==> src/rtl/detection_tile_nearest_select_assert.svh <==
// Assertion macros for the tile nearest-detection selector.
`ifndef DETECTION_TILE_NEAREST_SELECT_ASSERT_SVH
`define DETECTION_TILE_NEAREST_SELECT_ASSERT_SVH

// Consequent checked in the cycle after the antecedent.
`define DTNS_ASSERT_NEXT(lbl, ante, cons, msg) \
    lbl: assert property (@(posedge i_clk) disable iff (!i_rst_n) (ante) |=> (cons)) \
        else $error(msg);

// Consequent checked in the same cycle as the antecedent.
`define DTNS_ASSERT_SAME(lbl, ante, cons, msg) \
    lbl: assert property (@(posedge i_clk) disable iff (!i_rst_n) (ante) |-> (cons)) \
        else $error(msg);

`endif

==> src/rtl/dtns_pkg.sv <==
// Shared constants, types and structs for the tile nearest-detection selector.
`timescale 1ns / 1ps

package dtns_pkg;

    // Mosaic geometry
    localparam int TILES_PER_SIDE = 4;
    localparam int NUM_TILES      = TILES_PER_SIDE * TILES_PER_SIDE;
    localparam int TXY_W          = (TILES_PER_SIDE > 1) ? $clog2(TILES_PER_SIDE) : 1;

    // Field widths
    localparam int TILE_W  = 4;
    localparam int CNT_W   = TILE_W + 1;
    localparam int COORD_W = 16;
    localparam int CODE_W  = 4;
    localparam int SIDE_W  = 12;
    localparam int EDGE_W  = 19;
    localparam int DIFF_W  = COORD_W + 1;
    localparam int SQ_W    = 32;
    localparam int DIST_W  = 31;

    // Stream word widths
    localparam int S_TDATA_W = 80;
    localparam int M_TDATA_W = 16;

    localparam logic [SIDE_W-1:0] MOSAIC_SIDE_RST = 12'd640;

    typedef logic [TILE_W-1:0]  t_tile;
    typedef logic [CNT_W-1:0]   t_cnt;
    typedef logic [TXY_W-1:0]   t_txy;
    typedef logic [SIDE_W-1:0]  t_side;
    typedef logic [CODE_W-1:0]  t_code;
    typedef logic [COORD_W-1:0] t_coord;

    // Detection held for the tile walk; edges in 1/32 pixel
    typedef struct packed {
        t_coord                    cx;
        t_coord                    cy;
        logic signed [EDGE_W-1:0]  left;
        logic signed [EDGE_W-1:0]  right;
        logic signed [EDGE_W-1:0]  top;
        logic signed [EDGE_W-1:0]  bottom;
        t_code                     color;
        t_code                     cls;
    } t_box;

    // Per-tile result of the distance unit
    typedef struct packed {
        logic             valid;
        logic             hit;
        t_tile            tile;
        logic [SQ_W-1:0]  sqx;
        logic [SQ_W-1:0]  sqy;
        t_code            color;
        t_code            cls;
    } t_upd;

endpackage

==> src/rtl/dtns_dist_unit.sv <==
// Shared per-tile unit: containment test, center offsets, then squared offsets.
`timescale 1ns / 1ps

module dtns_dist_unit (
    input  logic            i_clk,
    input  logic            i_rst_n,
    input  logic            i_issue,
    input  dtns_pkg::t_tile i_tile,
    input  dtns_pkg::t_side i_side,
    input  dtns_pkg::t_box  i_box,
    output dtns_pkg::t_upd  o_upd,
    output logic            o_busy
);

    typedef struct packed {
        logic                                 hit;
        dtns_pkg::t_tile                      tile;
        logic signed [dtns_pkg::DIFF_W-1:0]   dx;
        logic signed [dtns_pkg::DIFF_W-1:0]   dy;
        dtns_pkg::t_code                      color;
        dtns_pkg::t_code                      cls;
    } t_s1;

    typedef struct packed {
        logic                          hit;
        dtns_pkg::t_tile               tile;
        logic [dtns_pkg::SQ_W-1:0]     sqx;
        logic [dtns_pkg::SQ_W-1:0]     sqy;
        dtns_pkg::t_code               color;
        dtns_pkg::t_code               cls;
    } t_s2;

    dtns_pkg::t_txy                      tx;
    dtns_pkg::t_txy                      ty;
    dtns_pkg::t_side                     tsx;
    dtns_pkg::t_side                     tsy;
    dtns_pkg::t_side                     ex;
    dtns_pkg::t_side                     ey;
    logic signed [dtns_pkg::EDGE_W-1:0]  x0;
    logic signed [dtns_pkg::EDGE_W-1:0]  x1;
    logic signed [dtns_pkg::EDGE_W-1:0]  y0;
    logic signed [dtns_pkg::EDGE_W-1:0]  y1;
    logic [dtns_pkg::COORD_W-1:0]        ccx;
    logic [dtns_pkg::COORD_W-1:0]        ccy;
    t_s1                                 n_s1;
    logic                                r_s1_valid;
    t_s1                                 r_s1;
    logic signed [dtns_pkg::DIFF_W-1:0]  dx1;
    logic signed [dtns_pkg::DIFF_W-1:0]  dy1;
    logic signed [2*dtns_pkg::DIFF_W-1:0] sqx_full;
    logic signed [2*dtns_pkg::DIFF_W-1:0] sqy_full;
    logic                                r_s2_valid;
    t_s2                                 r_s2;

    // Stage 1: tile bounds and center, containment, center offsets
    always_comb begin
        tx  = dtns_pkg::t_txy'(i_tile % dtns_pkg::TILES_PER_SIDE);
        ty  = dtns_pkg::t_txy'(i_tile / dtns_pkg::TILES_PER_SIDE);
        tsx = dtns_pkg::t_side'(tx * i_side);
        tsy = dtns_pkg::t_side'(ty * i_side);
        ex  = dtns_pkg::t_side'(tsx + i_side);
        ey  = dtns_pkg::t_side'(tsy + i_side);
        x0  = {2'b00, tsx, 5'b00000};
        x1  = {2'b00, ex,  5'b00000};
        y0  = {2'b00, tsy, 5'b00000};
        y1  = {2'b00, ey,  5'b00000};
        // center (2t+1)*side*8 in 1/16 pixel
        ccx = {tsx, 4'b0000} + {1'b0, i_side, 3'b000};
        ccy = {tsy, 4'b0000} + {1'b0, i_side, 3'b000};
        n_s1.hit   = (i_box.left >= x0) && (i_box.right <= x1) &&
                     (i_box.top >= y0) && (i_box.bottom <= y1);
        n_s1.tile  = i_tile;
        n_s1.dx    = signed'({1'b0, i_box.cx}) - signed'({1'b0, ccx});
        n_s1.dy    = signed'({1'b0, i_box.cy}) - signed'({1'b0, ccy});
        n_s1.color = i_box.color;
        n_s1.cls   = i_box.cls;
    end

    // Stage 2: squares of the offsets
    assign dx1      = r_s1.dx;
    assign dy1      = r_s1.dy;
    assign sqx_full = dx1 * dx1;
    assign sqy_full = dy1 * dy1;

    // Stage valids
    always_ff @(posedge i_clk) begin
        if (!i_rst_n) begin
            r_s1_valid <= 1'b0;
            r_s2_valid <= 1'b0;
        end else begin
            r_s1_valid <= i_issue;
            r_s2_valid <= r_s1_valid;
        end
    end

    // Stage payloads
    always_ff @(posedge i_clk) begin
        r_s1       <= n_s1;
        r_s2.hit   <= r_s1.hit;
        r_s2.tile  <= r_s1.tile;
        r_s2.sqx   <= sqx_full[dtns_pkg::SQ_W-1:0];
        r_s2.sqy   <= sqy_full[dtns_pkg::SQ_W-1:0];
        r_s2.color <= r_s1.color;
        r_s2.cls   <= r_s1.cls;
    end

    assign o_upd.valid = r_s2_valid;
    assign o_upd.hit   = r_s2.hit;
    assign o_upd.tile  = r_s2.tile;
    assign o_upd.sqx   = r_s2.sqx;
    assign o_upd.sqy   = r_s2.sqy;
    assign o_upd.color = r_s2.color;
    assign o_upd.cls   = r_s2.cls;
    assign o_busy      = r_s1_valid | r_s2_valid;

endmodule

==> src/rtl/dtns_tile_store.sv <==
// Per-tile best-distance store with compare-and-update and result read.
`timescale 1ns / 1ps

module dtns_tile_store (
    input  logic            i_clk,
    input  logic            i_rst_n,
    input  dtns_pkg::t_upd  i_upd,
    input  logic            i_clear,
    input  dtns_pkg::t_tile i_rd_idx,
    output logic            o_rd_found,
    output dtns_pkg::t_code o_rd_color,
    output dtns_pkg::t_code o_rd_class
);

    logic [dtns_pkg::NUM_TILES-1:0] r_found;
    logic [dtns_pkg::DIST_W-1:0]    r_best  [dtns_pkg::NUM_TILES];
    dtns_pkg::t_code                r_color [dtns_pkg::NUM_TILES];
    dtns_pkg::t_code                r_class [dtns_pkg::NUM_TILES];

    logic [dtns_pkg::SQ_W:0]        sum_sq;
    logic                           take;

    // Sum of squares against the stored best; first contained box always wins
    assign sum_sq = {1'b0, i_upd.sqx} + {1'b0, i_upd.sqy};
    assign take = i_upd.valid && i_upd.hit &&
                  (!r_found[i_upd.tile] || (sum_sq < {2'b00, r_best[i_upd.tile]}));

    // Found flags
    always_ff @(posedge i_clk) begin
        if (!i_rst_n) begin
            r_found <= '0;
        end else if (i_clear) begin
            r_found <= '0;
        end else if (take) begin
            r_found[i_upd.tile] <= 1'b1;
        end
    end

    // Best distance and codes
    always_ff @(posedge i_clk) begin
        if (take) begin
            r_best[i_upd.tile]  <= sum_sq[dtns_pkg::DIST_W-1:0];
            r_color[i_upd.tile] <= i_upd.color;
            r_class[i_upd.tile] <= i_upd.cls;
        end
    end

    // Result read, codes forced to zero for an empty tile
    assign o_rd_found = r_found[i_rd_idx];
    assign o_rd_color = r_found[i_rd_idx] ? r_color[i_rd_idx] : '0;
    assign o_rd_class = r_found[i_rd_idx] ? r_class[i_rd_idx] : '0;

endmodule

==> src/rtl/detection_tile_nearest_select.sv <==
// Top level: stream ports, mosaic side register, tile-walk sequencer, result output.
`timescale 1ns / 1ps

// Keeps, for each tile of a 4x4 mosaic, the fully contained detection nearest
// to the tile center, and reports one word per tile in use at the end of the
// mosaic. A detection word is accepted, then the sequencer walks all 16 tiles
// through one shared distance unit, one tile per cycle, and waits while the
// unit's two register stages drain into the tile store; s_tready is low
// meanwhile. A word without a detection starts no tile walk. The end-of-mosaic
// word then sends one result per tile in use, one per cycle while m_tready is
// high, with s_tready low until the last is loaded, and the tile state is
// cleared with the last of them. mosaic_side may be written only while idle.

module detection_tile_nearest_select (
    input  logic                              i_clk,
    input  logic                              i_rst_n,
    // mosaic_side
    input  logic                              i_cfg_we,
    input  logic [dtns_pkg::SIDE_W-1:0]       i_cfg_data,
    // detection words
    input  logic                              i_s_tvalid,
    output logic                              o_s_tready,
    // box_cx, box_cy, box_w, box_h, box_color, box_class, tiles_in_use, pad
    input  logic [dtns_pkg::S_TDATA_W-1:0]    i_s_tdata,
    input  logic                              i_s_tlast,   // end_of_mosaic
    input  logic                              i_s_tuser,   // has_box
    // tile results
    output logic                              o_m_tvalid,
    input  logic                              i_m_tready,
    // tile_index, chosen_color, chosen_class, pad
    output logic [dtns_pkg::M_TDATA_W-1:0]    o_m_tdata,
    output logic                              o_m_tlast,   // last_tile
    output logic                              o_m_tuser    // found
);

`include "detection_tile_nearest_select_assert.svh"

    typedef enum logic [1:0] {
        S_IDLE,
        S_SCAN,
        S_DRAIN,
        S_EMIT
    } t_state;

    t_state                 r_state;
    dtns_pkg::t_side        r_mosaic_side;
    dtns_pkg::t_box         r_box;
    dtns_pkg::t_cnt         r_tile;
    dtns_pkg::t_cnt         r_count;
    logic                   r_end;
    logic                   r_out_valid;
    dtns_pkg::t_tile        r_out_tile;
    logic                   r_out_found;
    dtns_pkg::t_code        r_out_color;
    dtns_pkg::t_code        r_out_class;
    logic                   r_out_last;

    dtns_pkg::t_coord       in_cx;
    dtns_pkg::t_coord       in_cy;
    dtns_pkg::t_coord       in_w;
    dtns_pkg::t_coord       in_h;
    logic [4:0]             in_tiles;
    dtns_pkg::t_cnt         sat_count;
    dtns_pkg::t_box         n_box;
    logic                   s_acc;
    logic                   emit_load;
    logic                   emit_last;
    logic                   clr_tiles;
    dtns_pkg::t_side        side;
    dtns_pkg::t_upd         upd;
    logic                   busy;
    logic                   rd_found;
    dtns_pkg::t_code        rd_color;
    dtns_pkg::t_code        rd_class;

    // Input word unpacking
    assign in_cx    = i_s_tdata[15:0];
    assign in_cy    = i_s_tdata[31:16];
    assign in_w     = i_s_tdata[47:32];
    assign in_h     = i_s_tdata[63:48];
    assign in_tiles = i_s_tdata[76:72];
    assign sat_count = (in_tiles > dtns_pkg::t_cnt'(dtns_pkg::NUM_TILES)) ?
                       dtns_pkg::t_cnt'(dtns_pkg::NUM_TILES) : dtns_pkg::t_cnt'(in_tiles);

    // Box edges in 1/32 pixel: 2*center -/+ size
    always_comb begin
        n_box.cx     = in_cx;
        n_box.cy     = in_cy;
        n_box.left   = signed'({2'b00, in_cx, 1'b0}) - signed'({3'b000, in_w});
        n_box.right  = signed'({2'b00, in_cx, 1'b0}) + signed'({3'b000, in_w});
        n_box.top    = signed'({2'b00, in_cy, 1'b0}) - signed'({3'b000, in_h});
        n_box.bottom = signed'({2'b00, in_cy, 1'b0}) + signed'({3'b000, in_h});
        n_box.color  = i_s_tdata[67:64];
        n_box.cls    = i_s_tdata[71:68];
    end

    assign side = dtns_pkg::t_side'(r_mosaic_side / dtns_pkg::TILES_PER_SIDE);

    // Handshake and sequencing strobes
    assign o_s_tready = (r_state == S_IDLE);
    assign s_acc      = i_s_tvalid && o_s_tready;
    assign emit_load  = (r_state == S_EMIT) && (!r_out_valid || i_m_tready);
    assign emit_last  = (dtns_pkg::t_cnt'(r_tile + 1'b1) == r_count);
    assign clr_tiles  = (emit_load && emit_last) ||
                        (s_acc && !i_s_tuser && i_s_tlast && (sat_count == '0)) ||
                        ((r_state == S_DRAIN) && !busy && r_end && (r_count == '0));

    // Mosaic side register
    always_ff @(posedge i_clk) begin
        if (!i_rst_n) begin
            r_mosaic_side <= dtns_pkg::MOSAIC_SIDE_RST;
        end else if (i_cfg_we) begin
            r_mosaic_side <= i_cfg_data;
        end
    end

    // Sequencer and output register
    always_ff @(posedge i_clk) begin
        if (!i_rst_n) begin
            r_state     <= S_IDLE;
            r_tile      <= '0;
            r_count     <= '0;
            r_end       <= 1'b0;
            r_out_valid <= 1'b0;
        end else begin
            unique case (r_state)
                S_IDLE: begin
                    if (s_acc) begin
                        r_box   <= n_box;
                        r_count <= sat_count;
                        r_end   <= i_s_tlast;
                        r_tile  <= '0;
                        if (i_s_tuser) begin
                            r_state <= S_SCAN;
                        end else if (i_s_tlast && (sat_count != '0)) begin
                            r_state <= S_EMIT;
                        end
                    end
                end
                S_SCAN: begin
                    r_tile <= dtns_pkg::t_cnt'(r_tile + 1'b1);
                    if (r_tile == dtns_pkg::t_cnt'(dtns_pkg::NUM_TILES - 1)) begin
                        r_state <= S_DRAIN;
                    end
                end
                S_DRAIN: begin
                    if (!busy) begin
                        r_tile <= '0;
                        if (r_end && (r_count != '0)) begin
                            r_state <= S_EMIT;
                        end else begin
                            r_state <= S_IDLE;
                        end
                    end
                end
                S_EMIT: begin
                    if (emit_load) begin
                        r_tile <= dtns_pkg::t_cnt'(r_tile + 1'b1);
                        if (emit_last) begin
                            r_state <= S_IDLE;
                        end
                    end
                end
                default: begin
                    r_state <= S_IDLE;
                end
            endcase

            // result word
            if (emit_load) begin
                r_out_valid <= 1'b1;
                r_out_tile  <= r_tile[dtns_pkg::TILE_W-1:0];
                r_out_found <= rd_found;
                r_out_color <= rd_color;
                r_out_class <= rd_class;
                r_out_last  <= emit_last;
            end else if (i_m_tready) begin
                r_out_valid <= 1'b0;
            end
        end
    end

    // Shared distance unit, one tile per cycle
    dtns_dist_unit u_dist (
        .i_clk   (i_clk),
        .i_rst_n (i_rst_n),
        .i_issue (r_state == S_SCAN),
        .i_tile  (r_tile[dtns_pkg::TILE_W-1:0]),
        .i_side  (side),
        .i_box   (r_box),
        .o_upd   (upd),
        .o_busy  (busy)
    );

    // Per-tile best store
    dtns_tile_store u_store (
        .i_clk      (i_clk),
        .i_rst_n    (i_rst_n),
        .i_upd      (upd),
        .i_clear    (clr_tiles),
        .i_rd_idx   (r_tile[dtns_pkg::TILE_W-1:0]),
        .o_rd_found (rd_found),
        .o_rd_color (rd_color),
        .o_rd_class (rd_class)
    );

    // Output word packing
    assign o_m_tvalid = r_out_valid;
    assign o_m_tdata  = {4'b0000, r_out_class, r_out_color, r_out_tile};
    assign o_m_tlast  = r_out_last;
    assign o_m_tuser  = r_out_found;

    // Checks
    `DTNS_ASSERT_NEXT(a_box_starts_scan, s_acc && i_s_tuser, r_state == S_SCAN,
        "detection word did not start a tile walk")
    `DTNS_ASSERT_SAME(a_emit_after_drain, r_state == S_EMIT, !busy,
        "results sent while distance unit still busy")
    `DTNS_ASSERT_SAME(a_emit_in_range, r_state == S_EMIT, r_tile < r_count,
        "result tile beyond tiles in use")
    `DTNS_ASSERT_NEXT(a_last_goes_idle, emit_load && emit_last,
        (r_state == S_IDLE) && o_m_tvalid && o_m_tlast,
        "last result did not end the mosaic")

endmodule
==> config.mk <==
export PLATFORM = sky130hd
export DESIGN_NAME = detection_tile_nearest_select
export DESIGN_NICKNAME = d
export VERILOG_FILES = /design/src/rtl/dtns_pkg.sv /design/src/rtl/dtns_dist_unit.sv /design/src/rtl/dtns_tile_store.sv /design/src/rtl/detection_tile_nearest_select.sv
export VERILOG_INCLUDE_DIRS = /design/src /design/src/rtl
export SDC_FILE = /design/constraint.sdc
export NUM_CORES = 2
export LEC_CHECK = 0
export BUFFER_PORTS_ARGS = -buffer_cell sky130_fd_sc_hd__buf_2
export CAP_MARGIN = 20
export CORE_MARGIN = 3
export CORE_UTILIZATION = 58
export CTS_CLUSTER_SIZE = 25
export DETAILED_ROUTE_END_ITERATION = 6
export HOLD_SLACK_MARGIN = 0.15
export PLACE_DENSITY = 0.77
export SLEW_MARGIN = 0
export SYNTH_ARGS = -nofsm -noshare
export SYNTH_HDL_FRONTEND = slang
export SYNTH_SLANG_ARGS = --single-unit
==> constraint.sdc <==
create_clock -name i_clk -period 7.1 [get_ports i_clk]
set_clock_uncertainty 0.1 [all_clocks]
set_input_delay 0.71 -clock i_clk [delete_from_list [all_inputs] [get_ports i_clk]]
set_output_delay 0.71 -clock i_clk [all_outputs]
set_load 0.005 [all_outputs]
; After elaboration in Yosys (flattened, before gate mapping)
; Memory sizes are Yosys's and may differ from the RTL's. A register that Yosys moved wholly into a read port is not among the register bits.
; Index checks and enable logic that the tools add are counted.
[op_classes]
reduce_logical = 39
n_mux = 24
add_sub_neg = 12
n_mul = 4
n_eq_ne = 11
bitwise = 3
order_cmp = 9
[ops]
columns = operator, count
row1 = multiplier 17 x 17 -> 32 bit, 2
row2 = greater-or-equal comparator 19 x 18 -> 1 bit, 2
row3 = less-or-equal comparator 19 x 18 -> 1 bit, 2
row4 = adder 17 x 16 -> 18 bit, 2
row5 = subtractor 17 x 16 -> 18 bit, 2
row6 = subtractor 16 x 16 -> 17 bit, 2
row7 = adder 32 x 32 -> 33 bit, 1
row8 = less-than comparator 33 x 31 -> 1 bit, 1
row9 = adder 16 x 13 -> 16 bit, 2
row10 = adder 12 x 10 -> 12 bit, 2
row11 = multiplier 2 x 10 -> 12 bit, 2
row12 = two-way mux 5 bit, 4
row13 = one-hot mux 5 bit (4 select lines), 1
row14 = logical AND 1 bit, 17
row15 = two-way mux 2 bit, 8
row16 = OR 16 bit, 1
row17 = zero test 5 bit, 2
row18 = "less-than comparator 4 x 5 -> 1 bit, second input constant", 2
row19 = nonzero test 5 bit, 2
row20 = binary-select mux 1 bit (select 4 bit), 2
row21 = "!= test 2 bit, second input constant", 4
row22 = one-hot mux 2 bit (4 select lines), 1
row23 = two-way mux 1 bit, 7
row24 = zero test 1 bit, 6
row25 = 19 further kinds, 25
[totals]
mem_bits_rw = 624
register_bits = 290
elab_cells = 137
input_bits = 99
n_memories = 3
output_inout_bits = 20
[memory_table]
columns = memory, depth, width, rd, rd_ports_with_merged_regs, wr, line
row1 = u_store.r_best, 16, 31, 1, 1, 1, dtns_tile_store.sv:16  ; logic [dtns_pkg::DIST_W-1:0] r_best [dtns_pkg::NUM_TILES];
row2 = u_store.r_class, 16, 4, 1, 1, 1, dtns_tile_store.sv:18  ; dtns_pkg::t_code r_class [dtns_pkg::NUM_TILES];
row3 = u_store.r_color, 16, 4, 1, 1, 1, dtns_tile_store.sv:17  ; dtns_pkg::t_code r_color [dtns_pkg::NUM_TILES];

; Depth between registers and ports, before layout
[depth]
ltp_word = 8
depth_mapped = 27
ltp_nobuf = 24

; By module
; A second synthesis with hierarchy kept.
[hier_totals]
hier_cells = 4974
hier_area_um2 = 61671.6
[by_module_without_submodules]
columns = mod, seq_area_each_um2, area_each_um2, cells_each, n_inst
row1 = dtns_dist_unit, 2482.4, 26848.2, 2928, 1
row2 = dtns_tile_store, 19058.3, 26839.5, 1315, 1
row3 = detection_tile_nearest_select, 4204.0, 7983.9, 731, 1

; Least setup slack after synthesis
; Ideal clock, no wire load.
[synth_path]
kind = register to register
startpoint = register u_dist.r_s2 (netlist bit u_dist.o_upd[23])
endpoint = memory u_store.r_best[15][0] (netlist name) (enable)
stages_incl_launch_ff = 20
required_ns = 6.514
setup_slack_ns = -0.741
setup_ns = 0.486
arrival_time_ns = 7.255
cell_sequence = dfxtp_1 -> ha_1 -> a21o_1 -> a21o_1 -> a21o_1 -> a21o_4 -> o211a_4 -> o31a_1 -> o31a_2 -> nor2_1 -> xnor2_1 -> ha_1 -> a21o_1 -> a21o_1 -> a2111oi_0 -> o31a_1 -> o221ai_1 -> a21oi_1 -> a21boi_2 -> nor3_1
[synth_between]
elab_chain_len = 6
[synth_rtl]
columns = item, line
row1 = "start, declared", dtns_dist_unit.sv:53  ; t_s2 r_s2;
row2 = adder 32 x 32 -> 33 bit, dtns_tile_store.sv:24  ; assign sum_sq = {1'b0, i_upd.sqx} + {1'b0, i_upd.sqy};
row3 = "via u_store.sum_sq, one bit", dtns_tile_store.sv:20  ; logic [dtns_pkg::SQ_W:0] sum_sq;
row4 = less-than comparator 33 x 31 -> 1 bit, dtns_tile_store.sv:26  ; (!r_found[i_upd.tile] || (sum_sq < {2'b00, r_best[i_upd.tile]}));
row5 = logical OR 1 bit, dtns_tile_store.sv:26
row6 = logical AND 1 bit, dtns_tile_store.sv:25  ; assign take = i_upd.valid && i_upd.hit &&
row7 = two-way mux 1 bit, dtns_tile_store.sv:41  ; if (take) begin
row8 = two-way mux 1 bit (not written as such), dtns_tile_store.sv:42  ; r_best[i_upd.tile] <= sum_sq[dtns_pkg::DIST_W-1:0];
row9 = "end, declared", dtns_tile_store.sv:16
; The timed path passes the listed nets, and every way through them passes these cells.

; Final worst setup path
[layout_path]
startpoint = register u_dist.r_s1 (netlist bit u_dist.dy1[4])
endpoint = register u_dist.r_s2 (netlist bit u_dist.o_upd[38])
[layout_between]
elab_chain_len = 1
[layout_rtl]
columns = item, line
row1 = "start, declared", dtns_dist_unit.sv:47  ; t_s1 r_s1;
row2 = "start signal, assigned", dtns_dist_unit.sv:98  ; r_s1 <= n_s1;
row3 = multiplier 17 x 17 -> 32 bit, dtns_dist_unit.sv:83  ; assign sqy_full = dy1 * dy1;
row4 = "via u_dist.sqy_full, one bit", dtns_dist_unit.sv:51  ; logic signed [2*dtns_pkg::DIFF_W-1:0] sqy_full;
; The timed path passes the listed nets, and every way through them passes these cells.
; A chain may end at the register's enable or synchronous reset.

==> metrics.yaml <==
core_area_um2: 102000
pre_cts_ws_ns: 0.274
io_pins: 119
numCtsBuffers: 90
synthFlopType: "edfxtp_1"
area_growth_pct: 10.8
cap_violations: 0
cts_tree: "done"
synth_xor_area_share_pct: 3.44
die_area_um2: 107000
routedWlPerCell_um: 21.6
clkTransAtPathRegs_ns: 0.07
synthArstFlopShare_pct: 0
final.min_clock_period_ns: 6.75
cts-htree-levels: 3
yosys_warnings: 0
final_nets: 5985
drt_first_iter_violations: 2710
end_kind: "flop"
grt_pass1_vias: 39400
finalHoldViolCount: 0
synth_simple_gate_area_share_pct: 7.37
synth_seq_cells: 912
grt_pass1_wl_um: 218000
synth_top_family_by_area: "adder cells"
grt_start_max_net_pins: 60
dr.pass1.iters: 7
drt_wl_total_um: 138000
final_antenna_net_count: 0
arrival_ns: 7.19
crit_top_cell: "fa_1"
cts_setup_buffers: 0
startpoint_type: "flop"
post-route-period-util_pct: 95.1
fin_setup_tns_ns: 0
synth_edf_count: 748
relSlewSlack_pct: 32.3
port_buffers: 109
drive_gt1_share_pct: 13.2
max_freq_mhz: 148
max_stage_delay_ns: 0.71
timing.critical_path.cells: "nand2_1, fa_1, fa_1, fa_1, inv_1, fa_1, fa_1, inv_1, fa_1, inv_1, ha_1, a21o_1, a21o_1, and2_1, nor2_1, or4b_1, nand2_1, o21ai_1, mux2i_1, a2111o_1"
slowest_stage: "dfxtp_1"
clock_sinks: 912
diodes: 0
critPathKind: "reg2reg"
clk_path_buf_depth: 3
die_w_um: 327
grtUsageTotal_pct: 26.4
setup_viol: 0
netlist_area_um2: 59900
vias: 36600
syn-instance-count: 4701
dp_hpwl_um: 97000
synth_compound_area_share_pct: 5.86
die_h_um: 327
cp.required_ns: 7.54
muxShareOfSynthArea_pct: 7.87
worstSkewPairLatency_ns: 0.66
vias_per_cell: 5.74
rows: 117
yosysUniqueCellTypes: 85
drcViolationCount: 6
gp_congestion: 0.907
layout_setup_ws_ns: 0.349
hp-class: "in2reg"
rsz0062_at_grt: "false"
start_util_pct: 58.6
path_max_fanout: 13
max_slew.worst_pin.slew_ns: 1.01
ys_seq_area_share_pct: 43.0
synth-adder-area-share_pct: 26.3
status: "finished with violations"
syn_avg_cell_area_um2: 12.7
gr-total-overflow: 0
antenna_found_initial: 3
root_buffer: "clkbuf_16"
violations: "DRC"
drv_slew: 0
==> worst max-delay path: cells and delay by family (launching register included) <==
family	cells	cell delay, ns
DFF	1	0.71
muxes	1	0.16
buffers and inverters	3	0.15
AOI/OAI and AO/OA	4	0.94
and+or+nand+nor	5	1.16
adders and majority gates	7	3.40
==> synthesized netlist by cell type (all sizes together) (7+ instances only) <==
cell	count	area share, %
o21ai	87	0.73
fa	523	17
nand3	44	0.37
xor2	57	0.83
dfxtp	164	5.5
buf	25	0.20
or2	10	0.10
a31oi	11	0.11
ha	424	8.9
a31o	10	0.15
nor4	13	0.17
o21bai	21	0.26
or3	14	0.15
o22ai	7	0.073
a211oi	15	0.21
mux2i	15	0.25
nor3	45	0.38
nand2	248	1.6
nor2	195	1.2
a21oi	163	1.4
nor2b	64	0.67
o41ai	7	0.10
mux4	200	7.5
a221oi	7	0.10
and2	153	1.6
a21boi	16	0.22
inv	844	5.3
nor3b	9	0.14
a2111oi	11	0.16
and3	19	0.20
xnor2	178	2.6
a21o	59	0.75
o21a	60	0.75
nand4	27	0.28
clkbuf	101	0.63
edfxtp	748	38
nand2b	29	0.30
==> layout make-up <==
type | instances | area (um2)
clock buffer | 115 | 2410
sequential | 912 | 25800
tap | 1368 | 1710
timing repair buffer | 269 | 2080
multi-input combinational | 2821 | 30600
inverter | 845 | 3170
fill | 7381 | 35800
clock inverter | 52 | 602
==> cells by family (layout without fill, tap and decap cells) <==
family | after synthesis | count (layout)
flip-flops | 912 | 912
adder cells (fa/ha/maj) | 947 | 947
other | 1 | 4
AO/OA/AOI/OAI | 528 | 528
buffers and inverters | 971 | 1281
multiplexers | 220 | 220
AND/OR/NAND/NOR | 887 | 887
XOR/XNOR | 235 | 235
==> worst paths after layout <==
check | slack [ns] | end | start | depth (start not counted)
setup / recovery | 0.35 | u_dist.o_upd[38] | u_dist.dy1[4] | 20
hold / removal | 0.19 | r_mosaic_side[2] | i_cfg_data[2] | 3
setup reg to reg | 0.35 | u_dist.o_upd[38] | u_dist.dy1[4] | 20
hold reg to reg | 0.22 | u_dist.o_upd[6] | u_dist.r_s1[6] | 0
==> per-layer routing <==
layer  global-route usage [%]  share of wire, %
met5                        0                 0
met4                     8.67               3.4
met3                     3.39               6.7
met2                     47.8                52
met1                     33.0                38
==> sequential cells by signal (all words and copies together), names as in the netlist, 5 cells and up <==
register	flops
u_dist.dx1	17
u_dist.r_s1	13
u_store.r_best	496
u_dist.dy1	17
r_tile	5
r_count	5
u_store.r_color	64
u_dist.o_upd	75
u_store.r_class	64
r_box	110
r_mosaic_side	10
u_store.r_found	16
==> cell usage in the layout (no fill, tap or decap), types with 21 or more instances in the layout <==
cell type    n
o21ai_0     82
dfxtp_1    157
a21o_1      57
nor2b_1     64
nand2b_1    29
buf_2      109
nor2_1     185
xor2_1      57
edfxtp_1   748
mux4_2     200
nor3_1      44
o21bai_1    21
a21oi_1    162
clkbuf_16   90
xnor2_1    177
buf_4      117
and2_1     153
nand4_1     27
fa_1       523
nand3_1     44
ha_1       424
nand2_1    248
o21a_1      60
inv_1      844
buf_12      22
==> stage by stage <==
step                      utilization (%)  hold slack [ns]  area, um2  instances
final                                64.9            0.189      66400       6382
after global routing                 64.9            0.171      66400       6382
after CTS                            64.9            0.150      66300       6380
after detailed placement             61.8            0.212      63100       6193
after global placement               61.8            0.211      63100       6192
after floorplan                         -            0.210      59900       4704
==> timing repair <==
item                                   in CTS  in global routing
resized for setup                           0                  1
setup endpoints to repair                   0                  1
endpoints found under the hold margin      20                  0
hold buffers                               20                  0
Power is not shown: default switching activity piles up to over one toggle a cycle in this logic, so the estimate is an artifact.
